$ cat src/rtl/core/prn_pkg.sv
// shared types, constants and microcode encoding for the pitch ratio normalizer
package prn_pkg;

  localparam int IN_W           = 16;
  localparam int OCT_IN_W       = 7;
  localparam int OUT_W          = 17;
  localparam int OCT_W          = 8;
  localparam int TERM_WIDTH_DEF = 16;
  localparam int PC_W           = 4;

  typedef enum logic [3:0] {
    OP_NOP,
    OP_DBL_NUM,
    OP_DBL_DEN,
    OP_HALVE,
    OP_LOAD_GCD,
    OP_STEIN,
    OP_DIV_LD_NUM,
    OP_DIV_STEP,
    OP_DIV_LD_DEN,
    OP_EMIT,
    OP_EMIT_NULL
  } op_t;

  typedef enum logic [2:0] {
    C_ALWAYS,
    C_NULL,
    C_NUM_LT_DEN,
    C_NUM_GE_2DEN,
    C_BOTH_EVEN,
    C_X_NE_Y,
    C_DIV_RUN
  } cond_t;

  typedef struct packed {
    op_t              op;
    cond_t            cond;
    logic [PC_W-1:0]  target;
    logic             last;
  } ucode_t;

  typedef struct packed {
    logic load;
    op_t  op;
  } prn_ctrl_t;

  typedef struct packed {
    logic is_null;
    logic num_lt_den;
    logic num_ge_2den;
    logic both_even;
    logic x_ne_y;
    logic div_run;
  } prn_status_t;

endpackage

$ cat src/rtl/core/prn_ucode_rom.sv
// microcode program: one control word per step
module prn_ucode_rom (
  input  logic [prn_pkg::PC_W-1:0] pc,
  output prn_pkg::ucode_t          word
);

  localparam logic [prn_pkg::PC_W-1:0] L_CHECK    = 4'd0;
  localparam logic [prn_pkg::PC_W-1:0] L_DBL_NUM  = 4'd1;
  localparam logic [prn_pkg::PC_W-1:0] L_DBL_DEN  = 4'd2;
  localparam logic [prn_pkg::PC_W-1:0] L_HALVE    = 4'd3;
  localparam logic [prn_pkg::PC_W-1:0] L_LOAD_GCD = 4'd4;
  localparam logic [prn_pkg::PC_W-1:0] L_STEIN    = 4'd5;
  localparam logic [prn_pkg::PC_W-1:0] L_DIV_NUM  = 4'd6;
  localparam logic [prn_pkg::PC_W-1:0] L_DIV_LP1  = 4'd7;
  localparam logic [prn_pkg::PC_W-1:0] L_DIV_DEN  = 4'd8;
  localparam logic [prn_pkg::PC_W-1:0] L_DIV_LP2  = 4'd9;
  localparam logic [prn_pkg::PC_W-1:0] L_EMIT     = 4'd10;
  localparam logic [prn_pkg::PC_W-1:0] L_EMIT_NUL = 4'd11;

  always_comb begin
    unique case (pc)
      L_CHECK:    word = '{prn_pkg::OP_NOP,        prn_pkg::C_NULL,        L_EMIT_NUL, 1'b0};
      L_DBL_NUM:  word = '{prn_pkg::OP_DBL_NUM,    prn_pkg::C_NUM_LT_DEN,  L_DBL_NUM,  1'b0};
      L_DBL_DEN:  word = '{prn_pkg::OP_DBL_DEN,    prn_pkg::C_NUM_GE_2DEN, L_DBL_DEN,  1'b0};
      L_HALVE:    word = '{prn_pkg::OP_HALVE,      prn_pkg::C_BOTH_EVEN,   L_HALVE,    1'b0};
      L_LOAD_GCD: word = '{prn_pkg::OP_LOAD_GCD,   prn_pkg::C_ALWAYS,      L_STEIN,    1'b0};
      L_STEIN:    word = '{prn_pkg::OP_STEIN,      prn_pkg::C_X_NE_Y,      L_STEIN,    1'b0};
      L_DIV_NUM:  word = '{prn_pkg::OP_DIV_LD_NUM, prn_pkg::C_ALWAYS,      L_DIV_LP1,  1'b0};
      L_DIV_LP1:  word = '{prn_pkg::OP_DIV_STEP,   prn_pkg::C_DIV_RUN,     L_DIV_LP1,  1'b0};
      L_DIV_DEN:  word = '{prn_pkg::OP_DIV_LD_DEN, prn_pkg::C_ALWAYS,      L_DIV_LP2,  1'b0};
      L_DIV_LP2:  word = '{prn_pkg::OP_DIV_STEP,   prn_pkg::C_DIV_RUN,     L_DIV_LP2,  1'b0};
      L_EMIT:     word = '{prn_pkg::OP_EMIT,       prn_pkg::C_ALWAYS,      L_CHECK,    1'b1};
      L_EMIT_NUL: word = '{prn_pkg::OP_EMIT_NULL,  prn_pkg::C_ALWAYS,      L_CHECK,    1'b1};
      default:    word = '{prn_pkg::OP_NOP,        prn_pkg::C_ALWAYS,      L_CHECK,    1'b1};
    endcase
  end

endmodule

$ cat src/rtl/core/prn_datapath.sv
// datapath: term registers, octave counter, gcd and bit-serial divider
module prn_datapath #(
  parameter int TERM_WIDTH = prn_pkg::TERM_WIDTH_DEF
) (
  input  logic                              clk,
  input  logic                              rst_n,
  input  prn_pkg::prn_ctrl_t                ctrl,
  input  logic [prn_pkg::IN_W-1:0]          in_ratio_num,
  input  logic [prn_pkg::IN_W-1:0]          in_ratio_den,
  input  logic signed [prn_pkg::OCT_IN_W-1:0] in_octave_in,
  output prn_pkg::prn_status_t              status,
  output logic                              out_valid,
  output logic [prn_pkg::OUT_W-1:0]         out_norm_num,
  output logic [prn_pkg::OUT_W-1:0]         out_norm_den,
  output logic signed [prn_pkg::OCT_W-1:0]  out_octave_out,
  output logic                              out_is_null
);

  localparam int DW = TERM_WIDTH + 1;
  localparam int CW = $clog2(DW + 1);

  logic [DW-1:0] num_r, num_nxt;
  logic [DW-1:0] den_r, den_nxt;
  logic [DW-1:0] x_r, x_nxt;
  logic [DW-1:0] y_r, y_nxt;
  logic [DW-1:0] q_r, q_nxt;
  logic [DW-1:0] rem_r, rem_nxt;
  logic [CW-1:0] cnt_r, cnt_nxt;
  logic [prn_pkg::OCT_W-1:0] oct_r, oct_nxt;
  logic null_r, null_nxt;

  logic out_valid_r, out_valid_nxt;
  logic [prn_pkg::OUT_W-1:0] onum_r, onum_nxt;
  logic [prn_pkg::OUT_W-1:0] oden_r, oden_nxt;
  logic [prn_pkg::OCT_W-1:0] ooct_r, ooct_nxt;
  logic onull_r, onull_nxt;

  logic [TERM_WIDTH+prn_pkg::IN_W-1:0] num_wide, den_wide;
  logic [DW-1:0] load_num, load_den;
  logic [DW-1:0] x_minus_y, y_minus_x;
  logic [DW:0]   trial;
  logic [DW+prn_pkg::OUT_W-1:0] num_out_wide, den_out_wide;

  always_comb begin
    num_wide     = {{TERM_WIDTH{1'b0}}, in_ratio_num};
    den_wide     = {{TERM_WIDTH{1'b0}}, in_ratio_den};
    load_num     = {1'b0, num_wide[TERM_WIDTH-1:0]};
    load_den     = {1'b0, den_wide[TERM_WIDTH-1:0]};
    x_minus_y    = x_r - y_r;
    y_minus_x    = y_r - x_r;
    trial        = {rem_r, q_r[DW-1]} - {1'b0, x_r};
    num_out_wide = {{prn_pkg::OUT_W{1'b0}}, num_r};
    den_out_wide = {{prn_pkg::OUT_W{1'b0}}, q_r};
  end

  always_comb begin
    status.is_null     = null_r;
    status.num_lt_den  = num_r < den_r;
    status.num_ge_2den = {1'b0, num_r} >= {den_r, 1'b0};
    status.both_even   = !num_r[0] && !den_r[0];
    status.x_ne_y      = x_r != y_r;
    status.div_run     = cnt_r != CW'(DW);
  end

  always_comb begin
    num_nxt       = num_r;
    den_nxt       = den_r;
    x_nxt         = x_r;
    y_nxt         = y_r;
    q_nxt         = q_r;
    rem_nxt       = rem_r;
    cnt_nxt       = cnt_r;
    oct_nxt       = oct_r;
    null_nxt      = null_r;
    out_valid_nxt = 1'b0;
    onum_nxt      = onum_r;
    oden_nxt      = oden_r;
    ooct_nxt      = ooct_r;
    onull_nxt     = onull_r;
    if (ctrl.load) begin
      num_nxt  = load_num;
      den_nxt  = load_den;
      oct_nxt  = {in_octave_in[prn_pkg::OCT_IN_W-1], in_octave_in};
      null_nxt = (load_num == '0) || (load_den == '0);
    end else begin
      unique case (ctrl.op)
        prn_pkg::OP_NOP: begin
        end
        prn_pkg::OP_DBL_NUM: begin
          num_nxt = {num_r[DW-2:0], 1'b0};
          oct_nxt = oct_r - prn_pkg::OCT_W'(1);
        end
        prn_pkg::OP_DBL_DEN: begin
          den_nxt = {den_r[DW-2:0], 1'b0};
          oct_nxt = oct_r + prn_pkg::OCT_W'(1);
        end
        prn_pkg::OP_HALVE: begin
          num_nxt = {1'b0, num_r[DW-1:1]};
          den_nxt = {1'b0, den_r[DW-1:1]};
        end
        prn_pkg::OP_LOAD_GCD: begin
          x_nxt = num_r;
          y_nxt = den_r;
        end
        prn_pkg::OP_STEIN: begin
          if (!x_r[0]) begin
            x_nxt = {1'b0, x_r[DW-1:1]};
          end else if (!y_r[0]) begin
            y_nxt = {1'b0, y_r[DW-1:1]};
          end else if (x_r > y_r) begin
            x_nxt = {1'b0, x_minus_y[DW-1:1]};
          end else begin
            y_nxt = {1'b0, y_minus_x[DW-1:1]};
          end
        end
        prn_pkg::OP_DIV_LD_NUM: begin
          q_nxt   = num_r;
          rem_nxt = '0;
          cnt_nxt = '0;
        end
        prn_pkg::OP_DIV_LD_DEN: begin
          num_nxt = q_r;
          q_nxt   = den_r;
          rem_nxt = '0;
          cnt_nxt = '0;
        end
        prn_pkg::OP_DIV_STEP: begin
          if (!trial[DW]) begin
            rem_nxt = trial[DW-1:0];
            q_nxt   = {q_r[DW-2:0], 1'b1};
          end else begin
            rem_nxt = {rem_r[DW-2:0], q_r[DW-1]};
            q_nxt   = {q_r[DW-2:0], 1'b0};
          end
          cnt_nxt = cnt_r + CW'(1);
        end
        prn_pkg::OP_EMIT: begin
          out_valid_nxt = 1'b1;
          onum_nxt      = num_out_wide[prn_pkg::OUT_W-1:0];
          oden_nxt      = den_out_wide[prn_pkg::OUT_W-1:0];
          ooct_nxt      = oct_r;
          onull_nxt     = 1'b0;
        end
        prn_pkg::OP_EMIT_NULL: begin
          out_valid_nxt = 1'b1;
          onum_nxt      = '0;
          oden_nxt      = '0;
          ooct_nxt      = '0;
          onull_nxt     = 1'b1;
        end
        default: begin
        end
      endcase
    end
  end

  always_ff @(posedge clk) begin
    if (!rst_n) begin
      out_valid_r <= 1'b0;
    end else begin
      out_valid_r <= out_valid_nxt;
    end
  end

  always_ff @(posedge clk) begin
    num_r   <= num_nxt;
    den_r   <= den_nxt;
    x_r     <= x_nxt;
    y_r     <= y_nxt;
    q_r     <= q_nxt;
    rem_r   <= rem_nxt;
    cnt_r   <= cnt_nxt;
    oct_r   <= oct_nxt;
    null_r  <= null_nxt;
    onum_r  <= onum_nxt;
    oden_r  <= oden_nxt;
    ooct_r  <= ooct_nxt;
    onull_r <= onull_nxt;
  end

  assign out_valid      = out_valid_r;
  assign out_norm_num   = onum_r;
  assign out_norm_den   = oden_r;
  assign out_octave_out = ooct_r;
  assign out_is_null    = onull_r;

endmodule

$ cat src/rtl/core/prn_sequencer.sv
// step counter, condition select and jump logic around the microcode rom
module prn_sequencer (
  input  logic                 clk,
  input  logic                 rst_n,
  input  logic                 start,
  input  prn_pkg::prn_status_t status,
  output prn_pkg::prn_ctrl_t   ctrl,
  output logic                 busy
);

  logic [prn_pkg::PC_W-1:0] pc_r, pc_nxt;
  logic                     busy_r, busy_nxt;
  prn_pkg::ucode_t          word;
  logic                     cond_true;

  prn_ucode_rom u_rom (
    .pc   (pc_r),
    .word (word)
  );

  always_comb begin
    unique case (word.cond)
      prn_pkg::C_ALWAYS:      cond_true = 1'b1;
      prn_pkg::C_NULL:        cond_true = status.is_null;
      prn_pkg::C_NUM_LT_DEN:  cond_true = status.num_lt_den;
      prn_pkg::C_NUM_GE_2DEN: cond_true = status.num_ge_2den;
      prn_pkg::C_BOTH_EVEN:   cond_true = status.both_even;
      prn_pkg::C_X_NE_Y:      cond_true = status.x_ne_y;
      prn_pkg::C_DIV_RUN:     cond_true = status.div_run;
      default:                cond_true = 1'b1;
    endcase
  end

  always_comb begin
    pc_nxt    = pc_r;
    busy_nxt  = busy_r;
    ctrl.load = start && !busy_r;
    ctrl.op   = prn_pkg::OP_NOP;
    if (!busy_r) begin
      if (start) begin
        busy_nxt = 1'b1;
        pc_nxt   = '0;
      end
    end else if (cond_true) begin
      ctrl.op = word.op;
      if (word.last) begin
        busy_nxt = 1'b0;
        pc_nxt   = '0;
      end else begin
        pc_nxt = word.target;
      end
    end else begin
      pc_nxt = pc_r + prn_pkg::PC_W'(1);
    end
  end

  always_ff @(posedge clk) begin
    if (!rst_n) begin
      pc_r   <= '0;
      busy_r <= 1'b0;
    end else begin
      pc_r   <= pc_nxt;
      busy_r <= busy_nxt;
    end
  end

  assign busy = busy_r;

endmodule

$ cat src/rtl/core/pitch_ratio_normalizer_top.sv
// top level of the pitch ratio normalizer
//
// an item (ratio_num, ratio_den, octave_in) is taken at a clock edge with
// start high and busy low; busy then stays high until the result is out.
// the block doubles the smaller term until the ratio lies in [1,2), tracks
// the octave, reduces the terms to lowest terms and shows one result on the
// out_ ports for exactly one cycle with out_valid high.
// busy falls at the edge that raises out_valid, so the next start may be
// taken in the cycle where the result is shown.
// a null item (either term zero) goes from the check step straight to the
// null result; other items pass through the doublings, the halving of
// common factors of two, the gcd loop and the two bit-serial divides,
// which run one microcode step per cycle on one shared datapath.
// the receiver cannot stall: every result is taken in the cycle it is shown.
// synchronous reset clears busy and out_valid; no item is in flight after it.
module pitch_ratio_normalizer_top #(
  parameter int TERM_WIDTH = prn_pkg::TERM_WIDTH_DEF
) (
  input  logic                                clk,
  input  logic                                rst_n,
  input  logic                                start,
  output logic                                busy,
  input  logic [prn_pkg::IN_W-1:0]            in_ratio_num,
  input  logic [prn_pkg::IN_W-1:0]            in_ratio_den,
  input  logic signed [prn_pkg::OCT_IN_W-1:0] in_octave_in,
  output logic                                out_valid,
  output logic [prn_pkg::OUT_W-1:0]           out_norm_num,
  output logic [prn_pkg::OUT_W-1:0]           out_norm_den,
  output logic signed [prn_pkg::OCT_W-1:0]    out_octave_out,
  output logic                                out_is_null
);

  prn_pkg::prn_ctrl_t   ctrl;
  prn_pkg::prn_status_t status;

  prn_sequencer u_seq (
    .clk    (clk),
    .rst_n  (rst_n),
    .start  (start),
    .status (status),
    .ctrl   (ctrl),
    .busy   (busy)
  );

  prn_datapath #(
    .TERM_WIDTH (TERM_WIDTH)
  ) u_dp (
    .clk            (clk),
    .rst_n          (rst_n),
    .ctrl           (ctrl),
    .in_ratio_num   (in_ratio_num),
    .in_ratio_den   (in_ratio_den),
    .in_octave_in   (in_octave_in),
    .status         (status),
    .out_valid      (out_valid),
    .out_norm_num   (out_norm_num),
    .out_norm_den   (out_norm_den),
    .out_octave_out (out_octave_out),
    .out_is_null    (out_is_null)
  );

  a_accept_busy: assert property (@(posedge clk) disable iff (!rst_n)
    start && !busy |=> busy)
    else $error("busy not raised after accepted item");

  a_result_ends_busy: assert property (@(posedge clk) disable iff (!rst_n)
    out_valid |-> !busy && $past(busy))
    else $error("result shown outside end of an item");

  a_lowest_terms: assert property (@(posedge clk) disable iff (!rst_n)
    out_valid && !out_is_null |-> out_norm_num[0] || out_norm_den[0])
    else $error("result terms share a factor of two");

  a_single_strobe: assert property (@(posedge clk) disable iff (!rst_n)
    out_valid |=> !out_valid)
    else $error("result strobe held for more than one cycle");

endmodule

$ cat config.mk
export PLATFORM = sky130hd
export DESIGN_NAME = pitch_ratio_normalizer_top
export DESIGN_NICKNAME = d
export VERILOG_FILES = /design/src/rtl/core/prn_pkg.sv /design/src/rtl/core/prn_ucode_rom.sv /design/src/rtl/core/prn_datapath.sv /design/src/rtl/core/prn_sequencer.sv /design/src/rtl/core/pitch_ratio_normalizer_top.sv
export SDC_FILE = /design/constraint.sdc
export NUM_CORES = 1
export LEC_CHECK = 0
export BUFFER_PORTS_ARGS = -buffer_cell sky130_fd_sc_hd__buf_4
export CAP_MARGIN = 25
export CORE_MARGIN = 2
export CORE_UTILIZATION = 35
export DETAILED_ROUTE_END_ITERATION = 6
export PLACE_DENSITY = 0.51
export SETUP_SLACK_MARGIN = 0.15
export SYNTH_ARGS = -nofsm -noshare
export SYNTH_HDL_FRONTEND = slang
export SYNTH_SLANG_ARGS = --single-unit
$ cat constraint.sdc
create_clock -name clk -period 7.7 [get_ports clk]
set_clock_uncertainty 0.2 [all_clocks]
set_input_delay 0.385 -clock clk [delete_from_list [all_inputs] [get_ports clk]]
set_output_delay 0.385 -clock clk [all_outputs]
set_load 0.02 [all_outputs]
* Word level (Yosys, flattened, before mapping)
Memory sizes are Yosys's and may differ from the RTL's. A register that Yosys moved wholly into a read port is not among the register bits.
Cells that the tools add are included.
** Storage, ports and cells
- Register bits after elaboration :: 165
- Bits in read-only memories :: 192
- Bits of input ports :: 42
- Word-level logic and storage cells :: 120
- Memories kept :: 1
** Cells by class
- Add/subtract/negate cells :: 7
- $lt $le $gt $ge :: 3
- Equal/unequal tests :: 22
- Muxes and demuxes :: 37
- Bitwise gates (word level) :: 2
- Reduce and logical (&&, ||, !) cells :: 28
** Memories
- (no name shown) :: words 16, width 12, read ports 1, clocked after memory_dff 1, write ports 0, line prn_ucode_rom.sv:21 : unique case (pc)
** Operator list (number)
- 17-bit case mux with 2 select lines :: 6
- 17-bit two-way mux :: 7
- 17-bit case mux with 3 select lines :: 2
- 17-bit zero test :: 2
- 17-bit subtractor :: 2
- 16-bit two-way mux :: 2
- 4-bit two-way mux :: 8
- 8-bit case mux with 2 select lines :: 2
- 17-bit by 18-bit greater-or-equal comparator with 1-bit output :: 1
- 18-bit by 17-bit subtractor with 18-bit output :: 1
- 17-bit greater-than comparator :: 1
- 17-bit < comparator :: 1
- 17-bit inequality test :: 1
- 4-bit by 3-bit == test with 1-bit output, second input constant :: 4
- 4-bit == test, second input constant :: 3
- 3-bit nonzero test :: 4
- 5-bit case mux with 2 select lines :: 1
- 2-bit nonzero test :: 5
- 3-bit == test, second input constant :: 3
- 3-bit inequality test, second input constant :: 3
- 8-bit by 1-bit adder with 8-bit output, second input constant :: 1
- 4-bit by 2-bit == test with 1-bit output, second input constant :: 2
- 8-bit two-way mux :: 1
- 2-bit AND reduction :: 4
- other kinds (19) :: 32

* Logic depth before layout (Yosys ltp)
- Word-level depth :: 9
- Mapped depth :: 20

* Modules after synthesis
A second synthesis with hierarchy kept.
** Second synthesis, totals
- Cell total of the unflattened synthesis :: 1233
- Area total of the unflattened synthesis :: 11777.5 µm²
** Modules (own cells, without submodules)
- prn_datapath :: instances 1, cells each 1155, area each 11125.7 µm², sequential area each 4774.6 µm²
- prn_sequencer :: instances 1, cells each 43, area each 365.4 µm², sequential area each 100.1 µm²
- prn_ucode_rom :: instances 1, cells each 35, area each 286.5 µm², sequential area each 0.0 µm²

* Worst setup path after synthesis
No wires, ideal clock.
- Path type :: register to register
- Start :: register u_dp.den_r[16]
- End :: register u_dp.onull_r (netlist: u_dp.out_is_null) (enable)
- Setup time :: 0.497 ns
- Arrival :: 4.791 ns
- Data required time :: 7.003 ns
- Slack :: 2.212 ns
- Stages on the path, launching flop included :: 9
- Path buffers :: 0
- Cell sequence :: dfxtp_1 inv_1 ha_1 or4_4 a211oi_2 nand2b_1 o21ai_0 o21ai_1 nor3_1
** On the way
- Word-level cells in the longest chain between the ends :: 7
** RTL lines
- from (decl) :: line prn_datapath.sv:23 : logic [DW-1:0] den_r, den_nxt;
- from (signal assigned) :: line prn_datapath.sv:167 : den_r <= den_nxt;
- 17-bit by 18-bit greater-or-equal comparator with 1-bit output / 17-bit < comparator (equally long branches) :: line prn_datapath.sv:59, prn_datapath.sv:58
- 1-bit case mux with 6 select lines (*) :: line prn_sequencer.sv:22 : unique case (word.cond)
- 4-bit two-way mux (*) :: line prn_sequencer.sv:44 : end else if (cond_true) begin
- 4-bit two-way mux (*) :: line prn_sequencer.sv:39 : if (!busy_r) begin
- 4-bit == test :: line prn_datapath.sv:86 : unique case (ctrl.op)
- 2-bit nonzero test (no line) (*)
- 2-bit AND reduction (no line) (*)
- to (signal assigned) :: line prn_datapath.sv:178 : onull_r <= onull_nxt;
- to (decl) :: line prn_datapath.sv:36 : logic onull_r, onull_nxt;
Mark *: on every way between the ends. The rest lies on a longest branch, timed or not.
A chain may end at the register's enable or synchronous reset.

* Worst setup path in the final report
- Start :: register u_dp.y_r[0]
- End :: register u_dp.oct_r[7] (netlist name), data pin
** On the way
- Word-level cells in the longest chain between the ends :: 7
** RTL lines
- from (decl) :: line prn_datapath.sv:25 : logic [DW-1:0] y_r, y_nxt;
- from (signal assigned) :: line prn_datapath.sv:169 : y_r <= y_nxt;
- 17-bit inequality test (*) :: line prn_datapath.sv:61 : status.x_ne_y = x_r != y_r;
- 1-bit case mux with 6 select lines (*) :: line prn_sequencer.sv:22
- 4-bit two-way mux (*) :: line prn_sequencer.sv:44
- 4-bit two-way mux (*) :: line prn_sequencer.sv:39
- 4-bit by 2-bit == test with 1-bit output / 4-bit by 1-bit == test with 1-bit output (equally long branches) :: line prn_datapath.sv:86
- 8-bit case mux with 2 select lines (*) :: line prn_datapath.sv:86
- 8-bit two-way mux (*) :: line prn_datapath.sv:80 : if (ctrl.load) begin
- via u_dp.oct_nxt, one bit :: line prn_datapath.sv:29 : logic [prn_pkg::OCT_W-1:0] oct_r, oct_nxt;
- to (signal assigned) :: line prn_datapath.sv:173 : oct_r <= oct_nxt;
- to (decl) :: line prn_datapath.sv:29
The timed path passes the listed nets; every way through them passes the cells marked *.

==> results.md <==
| Result | Reported | Unit |
|:---|:---|:---|
| Outcome | finished clean | - |
| Clock tree from TritonCTS | done | - |
| Synthesized net count | 1390 | - |
| Number of detailed-route iterations in the first pass | 5 | - |
| Layout Cells excl Fill | 1768 | - |
| Fraction of the core area covered by cells at the end of the flow | 0.405 | - |
| Ports placed on the boundary | 87 | - |
| Transition time of the tightest slew-check pin | 0.945 | ns |
| Static leakage | 5.32 | nW |
| Async set-reset flop share out of synthesis | 0 | - |
| Filler Cells Inserted | 3343 | - |
| Final Power | 2.55 | mW |
| Horizontal die dimension | 188 | um |
| DRC Markers | 0 | - |
| Compound-cell area share of the yosys netlist | 0.195 | - |
| Count of distinct cell types in the synthesized netlist | 70 | - |
| Count of pins over their slew limit | 0 | - |
| Post-synthesis instance total | 1247 | - |
| Detailed-route via count | 9615 | - |
| Root Buffer Master | sky130_fd_sc_hd__clkbuf_16 | - |
| Starting density of the core | 0.354 | - |
| Final Hold Slack | 0.0187 | ns |
| Die Outline Area | 0.0354 | sq mm |
| Worst hold path stage count | 3 | - |
| Synthesis Warnings | 0 | - |
| Setup slack after placement | 2.13 | ns |
| Psw | 0.762 | mW |
| Final instance area | 0.0135 | sq mm |
| Number of H-tree levels | 4 | - |
| Area fraction in and, or, nand and nor cells after synthesis | 0.171 | - |
| Starting DRT DRC Count | 810 | - |
| R2r worst-path depth | 18 | - |
| Clock Sink Count | 177 | - |
| Final hold viol count | 0 | - |
| Proportion of synthesized chip area in sequential cells | 0.432 | - |
| Aggregate global routing overflow | 0 | - |
| Commonest register cell after synthesis | sky130_fd_sc_hd__edfxtp_1 | - |
| EDFF count, synth | 157 | - |
| Pwr per Cell Area | 188 | mW/mm^2 |
| Peak supply drop | 0.166 | mV |
| Highest net fanout along the worst path | 22 | - |
| Routability Congestion | 0.831 | - |
| #FFs+latches synth | 177 | - |
| Placement-stage cell area | 0.0129 | sq mm |
| Via count normalized by instance count | 5.44 | - |
| Final-report setup violation count | 0 | - |
| Achievable Freq | 178 | MHz |
| Pin count of the biggest net entering global routing | 52 | - |
| Unrepaired setup endpoints after global routing | no | - |
| Cell Rows | 67 | - |
| Destination of the worst hold path | u_dp.oct_r[1] | - |
| Area share of the largest cell type after synthesis | 0.398 | - |
| Post-Synth XOR/XNOR Area | 0.0296 | - |
| Top cells by count, synth | sky130_fd_sc_hd__edfxtp_1, sky130_fd_sc_hd__nor2_1, sky130_fd_sc_hd__nand2_1, sky130_fd_sc_hd__ha_1, sky130_fd_sc_hd__o21ai_0 | - |
| Final setup margin | 2.09 | ns |
| Crit Path Class | flip-flop to flip-flop | - |
| Critical R2R Launch | u_dp.y_r[0] | - |
| Most frequent cell after synthesis | sky130_fd_sc_hd__edfxtp_1 | - |
| Synthesized cell area | 0.0119 | sq mm |
| Data required time at the worst endpoint | 7.68 | ns |
| Placeable core region | 0.0334 | sq mm |
| Cell type with the largest total area after synthesis | sky130_fd_sc_hd__edfxtp_1 | - |
| Antenna violations before repair | 0 | - |
| Dominant combinational cell family by area after synthesis | compound AO/OA/AOI/OAI gates | - |
| Worst-case register-to-register setup slack | 2.09 | ns |
| Setup TNS | 0 | ns |
| Number of max-cap violations | 0 | - |
| Worst hold start | in_octave_in[1] | - |
| Antenna diodes | 0 | - |
| Average detailed-routed wire length per instance | 19.3 | um |
| Routed Wire Length | 34.2 | mm |
| Buffers added on ports | 86 | - |
| Combinational cell fraction of total power | 0.179 | - |
| Clock buffers created by TritonCTS | 17 | - |
| Clock transition at the registers of the reported paths | 0.07 | ns |
| Cell Int Power | 1.79 | mW |
| Period minus WS final | 5.61 | ns |
| Clock share of power | 0.352 | - |
| Average cell area after synthesis | 9.50 | sq um |
| Worst Setup Start Kind | flip-flop | - |
| Share of synthesized cell area in full adder, half adder and majority cells | 0.109 | - |
| Number of placed instances, taps included | 1733 | - |
| Global-route wire length before repair | 53.5 | mm |
| Sequential share of power | 0.469 | - |
| Fraction of final layout cells with drive strength greater than 1 | 0.118 | - |
| Switch share | 0.299 | - |
| Reg2reg end | u_dp.oct_r[7] | - |
| Number of global-route vias before repair | 9225 | - |
| Final antenna-violating net count | 0 | - |
| Multiplexer area fraction after synthesis | 0.0137 | - |
| Aggregate global-route resource usage | 0.194 | - |
| Final HPWL from detailed placement | 25.0 | mm |
| Area growth syn-to-layout | 14.3 | % |
| Later-pin clock latency in the skew report | 0.45 | ns |
| Worst Hold Class | input port to flip-flop | - |
| Worst Path Arrival | 5.59 | ns |
| Layout net count | 1450 | - |
| Die height | 188 | um |
| Headroom to the max-slew limit | 0.370 | - |
| Worst Setup End Kind | flip-flop | - |
| Ratio of final minimum period to clock period | 0.729 | - |
| Buffer depth of the longest clock path | 2 | - |
| Cells taking the most area after synthesis | sky130_fd_sc_hd__edfxtp_1, sky130_fd_sc_hd__ha_1, sky130_fd_sc_hd__nor2_1 | - |
-- state kept, by name, indices dropped and copies added, names as in the netlist --
signal               count
u_seq.u_rom.word        12
u_dp.cnt_r               5
u_dp.out_norm_den       17
u_dp.out_valid           1
u_dp.num_r              17
u_seq.pc_r               4
u_dp.oct_r               8
u_dp.out_norm_num       17
u_dp.den_r              17
u_dp.out_octave_out      8
u_dp.y_r                17
u_dp.out_is_null         1
u_seq.busy               1
u_dp.null_r              1
u_dp.rem_r              17
u_dp.q_r                17
u_dp.x_r                17
-- worst max-delay path: stages, from the launching register on --
cell and delay, ns:
sky130_fd_sc_hd__edfxtp_1 0.33, sky130_fd_sc_hd__buf_4 0.29, sky130_fd_sc_hd__inv_1 0.19, sky130_fd_sc_hd__ha_1 0.32, sky130_fd_sc_hd__and4_1 0.18, sky130_fd_sc_hd__nand4_1 0.23
sky130_fd_sc_hd__a31oi_1 0.15, sky130_fd_sc_hd__and4_1 0.34, sky130_fd_sc_hd__a21oi_1 0.80, sky130_fd_sc_hd__nand4b_1 0.60, sky130_fd_sc_hd__ha_1 0.49, sky130_fd_sc_hd__a21o_1 0.15
sky130_fd_sc_hd__a21oi_1 0.23, sky130_fd_sc_hd__o21bai_1 0.09, sky130_fd_sc_hd__a21oi_1 0.21, sky130_fd_sc_hd__o21ai_0 0.14, sky130_fd_sc_hd__xor2_1 0.18, sky130_fd_sc_hd__xnor2_1 0.13
sky130_fd_sc_hd__o21ai_0 0.09
-- power groups by stage --
stage                     Sequential (mW)  Clock (mW)  Combinational (mW)
final                                1.20       0.898               0.457
after global routing                 1.21       0.951               0.515
after CTS                            1.20       0.913               0.455
after detailed placement             1.22           0               0.450
after global placement               1.22           0               0.451
after floorplan                      1.18           0               0.337
-- logic make-up (layout without fill, tap and decap cells) --
| group | Yosys count | count (layout) |
|---|---|---|
| xor+xnor | 40 | 40 |
| flops | 177 | 177 |
| buf+inv | 142 | 215 |
| simple gates | 419 | 419 |
| compound gates | 352 | 352 |
| fa+ha+maj | 101 | 101 |
| mux | 16 | 16 |
-- per-layer routing --
metal / part of all wire / up-vias / track usage / wire length (um)
met4: 0.012 / 0 / 0.0451 / 425
met1: 0.49 / 4706 / 0.279 / 16800
met5: 0 / - / 0 / 0
met3: 0.042 / 25 / 0.0296 / 1450
met2: 0.45 / 204 / 0.306 / 15500
li1: - / 4680 / - / -
-- cell type report --
class / count / area [sq um] / area share
Tap cell: 448 / 561 / 0.0414
Inverter: 78 / 293 / 0.0216
Clock inverter: 15 / 155 / 0.0115
Timing Repair Buffer: 105 / 798 / 0.0589
Multi-Input combinational cell: 928 / 6200 / 0.458
Sequential cell: 177 / 5110 / 0.378
Clock buffer: 17 / 425 / 0.0314
-- repair_timing --
item                                   CTS  global route
endpoints found under the hold margin    1             0
buffers inserted                         0             0
gates resized for setup                  0             0
hold buffers                             1             0
-- placed cells by master, fill, tap and decap left out, drive strengths merged, types with 42 or more instances in the layout --
master / count
a21oi: 69
and2: 45
buf: 103
edfxtp: 157
ha: 97
inv: 80
nand2: 113
nand3: 42
nor2: 116
o21ai: 90
-- how the worst max path moves through the flow --
stage	end	startpoint
after floorplan	u_dp.out_is_null	u_dp.den_r[16]
after detailed placement	u_dp.oct_r[7]	u_dp.num_r[12]
after global routing	u_dp.oct_r[7]	u_dp.y_r[0]
final	u_dp.oct_r[7]	u_dp.y_r[0]
after global placement	u_dp.oct_r[7]	u_dp.y_r[0]
after CTS	u_dp.oct_r[7]	u_dp.num_r[12]
Power figures use the tool's default switching activity.
